==> src/sv/dmsr_pkg.sv <==
// ----------------------------------------------------------------------------
// dmsr_pkg
// shared types, codes and the motion command table for the speed ramp block
// ----------------------------------------------------------------------------
package dmsr_pkg;

    // width of the internal rate registers and targets
    localparam int RATE_BITS = 16;
    // fixed widths of the configuration values and the result rate fields
    localparam int CFG_RATE_BITS = 16;
    localparam int OUT_RATE_BITS = 16;
    localparam int SUM_BITS = ((RATE_BITS > CFG_RATE_BITS) ? RATE_BITS : CFG_RATE_BITS) + 1;

    localparam int APB_ADDR_BITS = 5;
    localparam int APB_DATA_BITS = 32;
    localparam int REG_IDX_BITS  = 3;

    typedef logic [RATE_BITS-1:0]     rate_t;
    typedef logic [CFG_RATE_BITS-1:0] cfg_rate_t;
    typedef logic [OUT_RATE_BITS-1:0] out_rate_t;
    typedef logic [SUM_BITS-1:0]      sum_t;

    localparam rate_t RATE_MAX = '1;

    // configuration register indexes
    typedef enum logic [REG_IDX_BITS-1:0] {
        REG_FAST_RATE        = 3'd0,
        REG_SLOW_RATE        = 3'd1,
        REG_RAMP_INCREMENT   = 3'd2,
        REG_INVERT_LEFT_DIR  = 3'd3,
        REG_INVERT_RIGHT_DIR = 3'd4
    } reg_idx_t;

    localparam cfg_rate_t FAST_RATE_RESET = 16'd350;
    localparam cfg_rate_t SLOW_RATE_RESET = 16'd180;
    localparam cfg_rate_t RAMP_INC_RESET  = 16'd25;

    // item action codes
    typedef enum logic [1:0] {
        ACT_TICK    = 2'd0,
        ACT_COMMAND = 2'd1,
        ACT_ENABLE  = 2'd2
    } action_t;

    // motion command codes
    typedef enum logic [3:0] {
        CMD_HALT       = 4'd0,
        CMD_FWD        = 4'd1,
        CMD_BACK       = 4'd2,
        CMD_SPIN_LEFT  = 4'd3,
        CMD_SPIN_RIGHT = 4'd4,
        CMD_FWD_LEFT   = 4'd5,
        CMD_FWD_RIGHT  = 4'd6,
        CMD_BACK_LEFT  = 4'd7,
        CMD_BACK_RIGHT = 4'd8
    } command_t;

    // decoded motion: direction and fast/slow choice per side
    typedef struct packed {
        logic moving;
        logic fwd_left;
        logic fwd_right;
        logic slow_left;
        logic slow_right;
    } motion_t;

    function automatic motion_t cmd_decode(logic [3:0] cmd);
        motion_t m;
        m = '0;
        case (command_t'(cmd))
            CMD_FWD:        m = '{1'b1, 1'b1, 1'b1, 1'b0, 1'b0};
            CMD_BACK:       m = '{1'b1, 1'b0, 1'b0, 1'b0, 1'b0};
            CMD_SPIN_LEFT:  m = '{1'b1, 1'b0, 1'b1, 1'b0, 1'b0};
            CMD_SPIN_RIGHT: m = '{1'b1, 1'b1, 1'b0, 1'b0, 1'b0};
            CMD_FWD_LEFT:   m = '{1'b1, 1'b1, 1'b1, 1'b1, 1'b0};
            CMD_FWD_RIGHT:  m = '{1'b1, 1'b1, 1'b1, 1'b0, 1'b1};
            CMD_BACK_LEFT:  m = '{1'b1, 1'b0, 1'b0, 1'b1, 1'b0};
            CMD_BACK_RIGHT: m = '{1'b1, 1'b0, 1'b0, 1'b0, 1'b1};
            default:        m = '0;
        endcase
        return m;
    endfunction

    // clamp a configured rate into the rate register range
    function automatic rate_t sat_rate(cfg_rate_t v);
        rate_t r;
        if (sum_t'(v) > sum_t'(RATE_MAX)) begin
            r = RATE_MAX;
        end else begin
            r = rate_t'(v);
        end
        return r;
    endfunction

endpackage

==> src/sv/dual_motor_speed_ramp.sv <==
// ----------------------------------------------------------------------------
// dual_motor_speed_ramp
// pulse rate ramp generator for a two-motor differential stepper drive
// ----------------------------------------------------------------------------
// Each accepted item is a ramp tick, a motion command or an enable change, and
// each gives exactly one result item: both current pulse rates, both latched
// direction pin levels and the active-low driver enable level. The state
// update of an item is a single pass of the command table decode
// and one add/compare per side, written into the state registers and the
// result register at the accept edge. A new item is taken every cycle while
// the result register is empty or being drained, so the block sustains one
// item per cycle. Commands set per-side targets (fast or slow rate, clamped
// to the rate range); ticks latch the direction pins through the per-motor
// inversion bits and move each rate toward its target by ramp_increment.
// While disabled, ticks clear rates and targets and commands clear targets.
// Registers sit on an APB-style port at byte addresses 0,4,8,12,16 and
// should only be written while no item is in flight.
// ----------------------------------------------------------------------------
module dual_motor_speed_ramp (
    input  logic                                aclk,
    input  logic                                aresetn,
    // configuration port
    input  logic                                psel,
    input  logic                                penable,
    input  logic                                pwrite,
    input  logic [dmsr_pkg::APB_ADDR_BITS-1:0]  paddr,
    input  logic [dmsr_pkg::APB_DATA_BITS-1:0]  pwdata,
    output logic [dmsr_pkg::APB_DATA_BITS-1:0]  prdata,
    output logic                                pready,
    // item input
    input  logic                                s_valid,
    output logic                                s_ready,
    input  logic [1:0]                          s_action,
    input  logic [3:0]                          s_command,
    input  logic                                s_enable_value,
    // result output
    output logic                                m_valid,
    input  logic                                m_ready,
    output dmsr_pkg::out_rate_t                 m_rate_left,
    output dmsr_pkg::out_rate_t                 m_rate_right,
    output logic                                m_dir_pin_left,
    output logic                                m_dir_pin_right,
    output logic                                m_enable_pin_level
);
    import dmsr_pkg::*;

    // configuration registers
    cfg_rate_t fast_rate_reg;
    cfg_rate_t slow_rate_reg;
    cfg_rate_t ramp_inc_reg;
    logic      inv_left_reg;
    logic      inv_right_reg;

    // block state
    logic  running_reg,     running_next;
    rate_t cur_left_reg,    cur_left_next;
    rate_t cur_right_reg,   cur_right_next;
    rate_t tgt_left_reg,    tgt_left_next;
    rate_t tgt_right_reg,   tgt_right_next;
    logic  fwd_left_reg,    fwd_left_next;
    logic  fwd_right_reg,   fwd_right_next;
    logic  pin_left_reg,    pin_left_next;
    logic  pin_right_reg,   pin_right_next;

    // result register
    logic      m_valid_reg;
    out_rate_t m_rate_left_reg;
    out_rate_t m_rate_right_reg;
    logic      m_dir_left_reg;
    logic      m_dir_right_reg;
    logic      m_en_pin_reg;

    logic             s_accept;
    logic             cfg_write;
    reg_idx_t         cfg_idx;
    motion_t          motion;
    rate_t            fast_sat;
    rate_t            slow_sat;
    rate_t            ramp_left;
    rate_t            ramp_right;

    // ------------------------------------------------------------------
    // configuration port
    // ------------------------------------------------------------------
    assign pready    = 1'b1;
    assign cfg_idx   = reg_idx_t'(paddr[APB_ADDR_BITS-1:2]);
    assign cfg_write = psel && penable && pwrite && pready;

    always_ff @(posedge aclk) begin
        if (!aresetn) begin
            fast_rate_reg <= FAST_RATE_RESET;
            slow_rate_reg <= SLOW_RATE_RESET;
            ramp_inc_reg  <= RAMP_INC_RESET;
            inv_left_reg  <= 1'b1;
            inv_right_reg <= 1'b0;
        end else if (cfg_write) begin
            unique case (cfg_idx)
                REG_FAST_RATE:        fast_rate_reg <= pwdata[CFG_RATE_BITS-1:0];
                REG_SLOW_RATE:        slow_rate_reg <= pwdata[CFG_RATE_BITS-1:0];
                REG_RAMP_INCREMENT:   ramp_inc_reg  <= pwdata[CFG_RATE_BITS-1:0];
                REG_INVERT_LEFT_DIR:  inv_left_reg  <= pwdata[0];
                REG_INVERT_RIGHT_DIR: inv_right_reg <= pwdata[0];
                default: ;  // unmapped addresses ignore writes
            endcase
        end
    end

    // read data, zero-extended
    always_comb begin
        prdata = '0;
        unique case (cfg_idx)
            REG_FAST_RATE:        prdata = APB_DATA_BITS'(fast_rate_reg);
            REG_SLOW_RATE:        prdata = APB_DATA_BITS'(slow_rate_reg);
            REG_RAMP_INCREMENT:   prdata = APB_DATA_BITS'(ramp_inc_reg);
            REG_INVERT_LEFT_DIR:  prdata = APB_DATA_BITS'(inv_left_reg);
            REG_INVERT_RIGHT_DIR: prdata = APB_DATA_BITS'(inv_right_reg);
            default:              prdata = '0;
        endcase
    end

    // ------------------------------------------------------------------
    // handshake: the result register drains while the next item enters
    // ------------------------------------------------------------------
    assign s_ready  = !m_valid_reg || m_ready;
    assign s_accept = s_valid && s_ready;

    // ------------------------------------------------------------------
    // single-pass state update
    // ------------------------------------------------------------------
    assign motion   = cmd_decode(s_command);
    assign fast_sat = sat_rate(fast_rate_reg);
    assign slow_sat = sat_rate(slow_rate_reg);

    // ramp steps use the targets as they stand before the item
    dmsr_ramp_step u_ramp_left (
        .cur  (cur_left_reg),
        .tgt  (tgt_left_reg),
        .step (ramp_inc_reg),
        .nxt  (ramp_left)
    );

    dmsr_ramp_step u_ramp_right (
        .cur  (cur_right_reg),
        .tgt  (tgt_right_reg),
        .step (ramp_inc_reg),
        .nxt  (ramp_right)
    );

    always_comb begin
        running_next   = running_reg;
        cur_left_next  = cur_left_reg;
        cur_right_next = cur_right_reg;
        tgt_left_next  = tgt_left_reg;
        tgt_right_next = tgt_right_reg;
        fwd_left_next  = fwd_left_reg;
        fwd_right_next = fwd_right_reg;
        pin_left_next  = pin_left_reg;
        pin_right_next = pin_right_reg;

        case (action_t'(s_action))
            ACT_TICK: begin
                if (!running_reg) begin
                    // tick while disabled clears rates and targets
                    cur_left_next  = '0;
                    cur_right_next = '0;
                    tgt_left_next  = '0;
                    tgt_right_next = '0;
                end else begin
                    pin_left_next  = fwd_left_reg ^ inv_left_reg;
                    pin_right_next = fwd_right_reg ^ inv_right_reg;
                    cur_left_next  = ramp_left;
                    cur_right_next = ramp_right;
                end
            end
            ACT_COMMAND: begin
                if (running_reg && motion.moving) begin
                    fwd_left_next  = motion.fwd_left;
                    fwd_right_next = motion.fwd_right;
                    tgt_left_next  = motion.slow_left ? slow_sat : fast_sat;
                    tgt_right_next = motion.slow_right ? slow_sat : fast_sat;
                end else begin
                    // stop, unknown command or disabled: targets to zero
                    tgt_left_next  = '0;
                    tgt_right_next = '0;
                end
            end
            ACT_ENABLE: begin
                if (!s_enable_value) begin
                    cur_left_next  = '0;
                    cur_right_next = '0;
                    tgt_left_next  = '0;
                    tgt_right_next = '0;
                end
                running_next = s_enable_value;
            end
            default: ;  // unused action code leaves the state alone
        endcase
    end

    always_ff @(posedge aclk) begin
        if (!aresetn) begin
            running_reg   <= 1'b0;
            cur_left_reg  <= '0;
            cur_right_reg <= '0;
            tgt_left_reg  <= '0;
            tgt_right_reg <= '0;
            fwd_left_reg  <= 1'b1;
            fwd_right_reg <= 1'b1;
            pin_left_reg  <= 1'b0;
            pin_right_reg <= 1'b1;
        end else if (s_accept) begin
            running_reg   <= running_next;
            cur_left_reg  <= cur_left_next;
            cur_right_reg <= cur_right_next;
            tgt_left_reg  <= tgt_left_next;
            tgt_right_reg <= tgt_right_next;
            fwd_left_reg  <= fwd_left_next;
            fwd_right_reg <= fwd_right_next;
            pin_left_reg  <= pin_left_next;
            pin_right_reg <= pin_right_next;
        end
    end

    // ------------------------------------------------------------------
    // result register
    // ------------------------------------------------------------------
    always_ff @(posedge aclk) begin
        if (!aresetn) begin
            m_valid_reg <= 1'b0;
        end else if (s_accept) begin
            m_valid_reg <= 1'b1;
        end else if (m_ready) begin
            m_valid_reg <= 1'b0;
        end
    end

    always_ff @(posedge aclk) begin
        if (s_accept) begin
            m_rate_left_reg  <= out_rate_t'(cur_left_next);
            m_rate_right_reg <= out_rate_t'(cur_right_next);
            m_dir_left_reg   <= pin_left_next;
            m_dir_right_reg  <= pin_right_next;
            m_en_pin_reg     <= !running_next;
        end
    end

    assign m_valid            = m_valid_reg;
    assign m_rate_left        = m_rate_left_reg;
    assign m_rate_right       = m_rate_right_reg;
    assign m_dir_pin_left     = m_dir_left_reg;
    assign m_dir_pin_right    = m_dir_right_reg;
    assign m_enable_pin_level = m_en_pin_reg;

    // ------------------------------------------------------------------
    // assertions
    // ------------------------------------------------------------------
    // a disabled block holds no rate and no target
    a_idle_zero: assert property (@(posedge aclk) disable iff (!aresetn)
        !running_reg |-> (cur_left_reg == '0) && (cur_right_reg == '0) &&
                         (tgt_left_reg == '0) && (tgt_right_reg == '0))
        else $error("rates or targets nonzero while disabled");

    // every accepted item leaves a result behind
    a_item_result: assert property (@(posedge aclk) disable iff (!aresetn)
        s_accept |=> m_valid_reg)
        else $error("accepted item produced no result");

    // the shown enable level matches the state that produced it
    a_enable_pin: assert property (@(posedge aclk) disable iff (!aresetn)
        m_valid_reg |-> (m_en_pin_reg == !running_reg))
        else $error("enable pin disagrees with running state");

    // an empty result register never stalls the input
    a_no_stall: assert property (@(posedge aclk) disable iff (!aresetn)
        !m_valid_reg |-> s_ready)
        else $error("input stalled with empty result register");

endmodule

==> src/sv/dmsr_ramp_step.sv <==
// ----------------------------------------------------------------------------
// dmsr_ramp_step
// one ramp step of a single side: move toward target, clamped at target and 0
// ----------------------------------------------------------------------------
module dmsr_ramp_step (
    input  dmsr_pkg::rate_t     cur,
    input  dmsr_pkg::rate_t     tgt,
    input  dmsr_pkg::cfg_rate_t step,
    output dmsr_pkg::rate_t     nxt
);
    import dmsr_pkg::*;

    sum_t cur_w;
    sum_t tgt_w;
    sum_t step_w;
    sum_t up_w;
    sum_t down_w;

    assign cur_w  = sum_t'(cur);
    assign tgt_w  = sum_t'(tgt);
    assign step_w = sum_t'(step);
    assign up_w   = cur_w + step_w;
    assign down_w = (cur_w > step_w) ? (cur_w - step_w) : '0;

    always_comb begin
        nxt = cur;
        if (cur_w < tgt_w) begin
            nxt = (up_w > tgt_w) ? tgt : rate_t'(up_w);
        end else if (cur_w > tgt_w) begin
            nxt = (down_w < tgt_w) ? tgt : rate_t'(down_w);
        end
    end

endmodule

==> config.mk <==
export PLATFORM = sky130hd
export DESIGN_NAME = dual_motor_speed_ramp
export DESIGN_NICKNAME = d
export VERILOG_FILES = /design/src/sv/dmsr_pkg.sv /design/src/sv/dual_motor_speed_ramp.sv /design/src/sv/dmsr_ramp_step.sv
export SDC_FILE = /design/constraint.sdc
export NUM_CORES = 1
export LEC_CHECK = 0
export BUFFER_PORTS_ARGS = -buffer_cell sky130_fd_sc_hd__buf_2
export CAP_MARGIN = 20
export CORE_MARGIN = 3
export CORE_UTILIZATION = 25
export DETAILED_ROUTE_END_ITERATION = 10
export GPL_ROUTABILITY_DRIVEN = 0
export GPL_TIMING_DRIVEN = 0
export PLACE_DENSITY = 0.48
export SLEW_MARGIN = 30
export SYNTH_ARGS = -nofsm -noshare
export SYNTH_HDL_FRONTEND = slang
export SYNTH_SLANG_ARGS = --single-unit
==> constraint.sdc <==
create_clock -name aclk -period 8.09 [get_ports aclk]
set_input_delay 1.2135 -clock aclk [delete_from_list [all_inputs] [get_ports aclk]]
set_output_delay 1.2135 -clock aclk [all_outputs]
set_load 0.01 [all_outputs]
# After elaboration in Yosys (flattened, before gate mapping)
# Memories as Yosys holds them, arrays and structs flattened.
# Cells that the tools add are included.
[word_totals]
regBits = 155
romBits = 80
in_bits = 51
output_inout_bits = 70
elab_cells = 95
memories = 1
[mem_list]
columns = ["memory", "words", "word_bits", "read_ports", "rd_clocked_by_memory_dff", "write_ports", "line_no", "rtl"]
rows = [
  ["(name not given)", 16, 5, 1, 0, 0, "dmsr_pkg.sv:70", "case (command_t'(cmd))"],
]
[op_classes]
addsub = 4
order_cmp = 10
n_eq_ne = 8
mux = 32
n_bitwise = 2
n_reduce_logical = 18
[op_table]
columns = ["cell", "count"]
rows = [
  ["$mux W16", 18],
  ["$pmux W16 S3", 2],
  ["$pmux W16 S5", 1],
  ["$gt A16 B16 Y1", 4],
  ["$pmux W16 S2", 2],
  ["$add A16 B16 Y17", 2],
  ["$gt A17 B16 Y1", 2],
  ["$lt A17 B16 Y1", 2],
  ["$mux W17", 2],
  ["$sub A16 B16 Y17", 2],
  ["$lt A16 B16 Y1", 2],
  ["$reduce_and A2 Y1", 5],
  ["$mux W1", 7],
  ["$eq A3 B2 Y1 const B", 2],
  ["$logic_and A1 B1 Y1", 4],
  ["$ne A2 B2 Y1 const B", 2],
  ["$reduce_and A4 Y1", 1],
  ["$eq A3 B1 Y1 const B", 1],
  ["$eq A3 B3 Y1 const B", 1],
  ["$logic_not A3 Y1", 1],
  ["$reduce_and A3 Y1", 1],
  ["$reduce_bool A3 Y1", 1],
  ["$eq A2 B1 Y1 const B", 1],
  ["$eq A2 B2 Y1 const B", 1],
  ["5 further kinds", 7],
]

# Logic depth before layout (Yosys ltp)
[logic_depth]
depth_word = 8
mapped_depth = 22

# Hierarchy
# Synthesis repeated with hierarchy kept, for this count alone.
[hier_totals]
hier_cells = 1689
hier_area_um2 = 13975.9
[by_module_without_submodules]
columns = ["mod", "n_inst", "cells_per_inst", "area_each_um2", "seq_area_each_um2"]
rows = [
  ["dual_motor_speed_ramp", 1, 708, 6877.8, 3453.3],
  ["dmsr_ramp_step (u_ramp_left)", 1, 513, 3626.0, 0.0],
  ["dmsr_ramp_step (u_ramp_right)", 1, 468, 3472.1, 0.0],
]

# Worst setup path after synthesis
# OpenSTA, ideal clock, no wires.
[synth_path]
path_kind = "register -> register"
startpoint = "register ramp_inc_reg[6]"
endpoint = "register m_rate_left_reg[3] (netlist: m_rate_left[3]), data pin"
setup_ns = 0.261
t_arrival_ns = 4.182
slack_ns = 3.647
path_stages_with_launch = 19
path_buffers = 2
period_less_slack_ns = 4.443
path_cell_list = "dfxtp_1 inv_1 ha_1 buf_4 a211oi_1 o21ai_2 and3b_4 o211ai_4 nand2_4 clkbuf_1 nor3_1 ha_1 a21o_1 a2111oi_0 o22ai_1 nor2_2 o21ai_4 mux2_2 a221o_1"
[synth_via]
elab_chain_len = 8
elab_cells_between_ends = 12
cone_classes = "2 x add/sub; 3 x order compare; 7 x mux"
[synth_lines]
columns = ["item", "line_no", "rtl"]
rows = [
  ["from (decl)", "dual_motor_speed_ramp.sv:50", "cfg_rate_t ramp_inc_reg;"],
  ["from (signal assigned)", "dual_motor_speed_ramp.sv:100", "REG_RAMP_INCREMENT: ramp_inc_reg <= pwdata[CFG_RATE_BITS-1:0];"],
  ["$sub A16 B16 Y17 or $gt A16 B16 Y1 (tied branches)", "dmsr_ramp_step.sv:23", "assign down_w = (cur_w > step_w) ? (cur_w - step_w) : '0;"],
  ["$mux W17", "dmsr_ramp_step.sv:23", ""],
  ["$lt A17 B16 Y1", "dmsr_ramp_step.sv:30", "nxt = (down_w < tgt_w) ? tgt : rate_t'(down_w);"],
  ["$mux W16", "dmsr_ramp_step.sv:30", ""],
  ["$mux W16", "dmsr_ramp_step.sv:29", "end else if (cur_w > tgt_w) begin"],
  ["$mux W16 *", "dmsr_ramp_step.sv:27", "if (cur_w < tgt_w) begin"],
  ["$mux W16 *", "dual_motor_speed_ramp.sv:162", "if (!running_reg) begin"],
  ["$pmux W16 S2 *", "dual_motor_speed_ramp.sv:160", "case (action_t'(s_action))"],
  ["named net cur_left_next[3]", "dual_motor_speed_ramp.sv:56", "rate_t cur_left_reg, cur_left_next;"],
  ["to (signal assigned)", "dual_motor_speed_ramp.sv:239", "m_rate_left_reg <= out_rate_t'(cur_left_next);"],
  ["to (decl)", "dual_motor_speed_ramp.sv:67", "out_rate_t m_rate_left_reg;"],
]
# Mark *: on every way through the listed nets, which the timed path passes. The rest lies on a longest branch.
# A chain may end at the register's enable or synchronous reset.

# Worst setup path in the final report
[layout_path]
startpoint = "register ramp_inc_reg[1]"
endpoint = "register m_rate_right_reg[14] (netlist: m_rate_right[14]), data pin"
[layout_via]
elab_chain_len = 8
elab_cells_between_ends = 12
cone_classes = "2 x add/sub; 3 x order compare; 7 x mux"
[layout_lines]
columns = ["item", "line_no", "rtl"]
rows = [
  ["$sub A16 B16 Y17 or $gt A16 B16 Y1 (tied branches)", "dmsr_ramp_step.sv:23", ""],
  ["$mux W17", "dmsr_ramp_step.sv:23", ""],
  ["$lt A17 B16 Y1", "dmsr_ramp_step.sv:30", ""],
  ["$mux W16", "dmsr_ramp_step.sv:30", ""],
  ["$mux W16", "dmsr_ramp_step.sv:29", ""],
  ["$mux W16 *", "dmsr_ramp_step.sv:27", ""],
  ["$mux W16 *", "dual_motor_speed_ramp.sv:162", ""],
  ["$pmux W16 S2 *", "dual_motor_speed_ramp.sv:160", ""],
  ["named net cur_right_next[14]", "dual_motor_speed_ramp.sv:57", "rate_t cur_right_reg, cur_right_next;"],
  ["to (signal assigned)", "dual_motor_speed_ramp.sv:240", "m_rate_right_reg <= out_rate_t'(cur_right_next);"],
  ["to (decl)", "dual_motor_speed_ramp.sv:68", "out_rate_t m_rate_right_reg;"],
]
# Marked as above.

==> impl_metrics.env <==
export IMPL_power_switching_uw=759
export IMPL_die_x_um=245
export IMPL_tritoncts="built"
export IMPL_hold_buffers=0
export IMPL_seq_power_share_pct=37.2
export IMPL_ys_flop_type="dfxtp_1"
export IMPL_cts_buffer_depth=2
export IMPL_layout_commonest_cell="nand2_1"
export IMPL_cp_arrival_ns=6.28
export IMPL_maxSlewHeadroom_pct=36.3
export IMPL_wirelength_mm=57.4
export IMPL_rows=86
export IMPL_synth_edff_count=35
export IMPL_cts_buffers=17
export IMPL_drive_above_1_share_pct=12.1
export IMPL_grt_max_degree=18
export IMPL_holdCritPathClass="reg -> reg"
export IMPL_rsz0062_at_grt="false"
export IMPL_peakVddDrop_v=0.000121
export IMPL_crit_fanout=10
export IMPL_pin_count=121
export IMPL_hold_viol_final=0
export IMPL_ys_ff_latch=155
export IMPL_power_frac_comb_pct=24.4
export IMPL_setup_violations_final=0
export IMPL_whs_ns=0.474
export IMPL_fmax_mhz=166
export IMPL_antenna_found_initial=0
export IMPL_dpl_cell_area_um2=15700
export IMPL_drcViolationCount=0
export IMPL_layout_common_cells="nand2_1 (268), ha_1 (163), a21oi_1 (134)"
export IMPL_swShare_pct=34.5
export IMPL_status="finished clean"
export IMPL_worstMarginPinSlew_ns=0.955
export IMPL_tns_ns=0
export IMPL_slew_viol_final=0
export IMPL_synthCells=1795
export IMPL_fin_crit_sh_pct=74.6
export IMPL_clk_pin_slew_worst_paths_ns=0.07
export IMPL_syn_area_um2=14200
export IMPL_power_frac_clock_pct=38.4
export IMPL_finalCriticalPeriod_ns=6.03
export IMPL_grt_pass1_vias=13500
export IMPL_start_util_pct=25.5
export IMPL_clock_sinks=155
export IMPL_core_area_um2=55700
export IMPL_clockRootBuffer="clkbuf_16"
export IMPL_grt_ovfl_total=0
export IMPL_yosysUniqueCellTypes=105
export IMPL_worst_slack_ns=2.06
export IMPL_vias_per_cell=5.23
export IMPL_p_per_area_nw_per_um2=135
export IMPL_cp_required_ns=8.34
export IMPL_grt_pass1_wl_mm=85.8
export IMPL_cp_end_kind="flip-flop"
export IMPL_multi_input_area_um2=9930
export IMPL_pre_cts_slack_ns=2.24
export IMPL_async_flop_share_pct=0
export IMPL_place_hpwl_mm=46.3
export IMPL_first_pass_iters=5
export IMPL_dieHeight_um=245
export IMPL_num_fill_cells=6083
export IMPL_drt_initial_drc_count=1041
export IMPL_post_cts_resized=0
export IMPL_fp_dieArea_um2=59800
export IMPL_syn_area_per_cell_um2=7.93
export IMPL_grt_usage_pct=19.0
export IMPL_design_area_um2=16300
export IMPL_seq_area_frac_synth_pct=24.3
export IMPL_vias=14000
export IMPL_diodes=0
export IMPL_insertion_delay_ns=0.50
export IMPL_skew_ns=0.0198
export IMPL_syn_to_final_growth_pct=14.8
export IMPL_max_cap_viol_count=0
export IMPL_final_net_count=2135
export IMPL_ant_nets=0
export IMPL_io_buffers=85
export IMPL_worst_setup_path_start_kind="flip-flop"
export IMPL_p_int_uw=1440
export IMPL_post_cts_buffers=0
export IMPL_yosys_warnings=0
export IMPL_leakagePower_uw=0.00673
export IMPL_wl_per_cell_um=21.4
export IMPL_worstSetupPathType="reg -> reg"
export IMPL_regArea_um2=3450
export IMPL_ctsHtreeMaxLevel=4
per-layer routing:
layer / GRT usage (%) / part of all wire [%] / vias to the layer above
met5: 0 / 0 / -
met4: 7.19 / 3.6 / 0
met3: 4.83 / 8.4 / 109
met2: 29.2 / 43 / 583
met1: 25.7 / 45 / 6638
li1: - / - / 6683
per-stage QoR:
step                total power [uW]  util [%]  instances
finish                          2200      29.3       2678
global placement                1350      28.1       2643
floorplan                       1180         -       1810
global route                    2290      29.3       2678
CTS                             2210      29.3       2677
detailed placement              1360      28.2       2645
critical path, cell delays in order (launching register included):
cell,delay [ns]
dfxtp_1,0.73
inv_1,0.23
ha_1,0.38
nor2b_1,0.15
o31a_1,0.32
o31ai_1,0.65
nor2b_1,0.27
o21ai_0,0.12
a211oi_1,0.39
nor3_2,0.12
ha_1,0.32
nand3_1,0.12
nor4_1,0.55
a22oi_2,0.19
o21ai_2,0.21
buf_2,0.34
nand3_1,0.12
o211a_1,0.18
o31ai_1,0.37
path summary, 6_finish.rpt:
check	start	endpoint	slack, ns	cells after the start
worst max-delay path	ramp_inc_reg[1]	m_rate_right[14]	2.06	18
worst min-delay path	pin_left_reg	pin_left_reg	0.47	2
worst max register to register	ramp_inc_reg[1]	m_rate_right[14]	2.06	18
worst min register to register	pin_left_reg	pin_left_reg	0.47	2
synthesized netlist by cell type, drive strengths merged, types with 16 or more instances:
cell    number  area (um2)
nor3        27         151
ha         163        2040
inv        100         375
o211ai      41         322
a211oi      22         180
dfxtp      120        2400
nand2b      21         131
and2        29         181
o31ai       16         144
buf         48         325
mux2i       57         571
nor2       135         524
nor2b       29         181
clkbuf      60         225
a21o        28         210
nand2      269        1020
edfxtp      35        1050
nand4       20         125
xnor2       32         280
a21boi      40         300
o21ai       87         454
nand3       37         185
a21oi      137         697
power groups by stage:
stage,Clock (uW),Combinational (uW),Sequential [uW]
after floorplan,0,341,835
after global placement,0,512,837
after detailed placement,0,521,836
after CTS,865,523,818
after global routing,892,575,819
final,845,536,818
cell type report:
cell class,instances,share of cell area (%)
buffer,108,3.39
clock buffer,21,3.08
clock inverter,11,0.567
inverter,100,2.30
multi-input combinational,1447,60.8
sequential,155,21.1
tap,748,5.73
timing repair buffer,88,3.01
kinds of logic (layout without fill, tap and decap cells):
| kind of cell | after synthesis | after routing | share of synthesized area, % |
|---|---|---|---|
| flip-flops | 155 | 155 | 24.3 |
| buffers and inverters | 208 | 328 | 6.50 |
| XOR/XNOR | 46 | 46 | 2.83 |
| AO/OA/AOI/OAI | 522 | 522 | 25.8 |
| AND/OR/NAND/NOR | 627 | 627 | 20.7 |
| multiplexers | 68 | 68 | 4.96 |
| adder cells (fa/ha/maj) | 167 | 167 | 14.9 |
| other | 2 | 17 | 0.0528 |
Note: power is estimated with default switching activity, not from simulation.
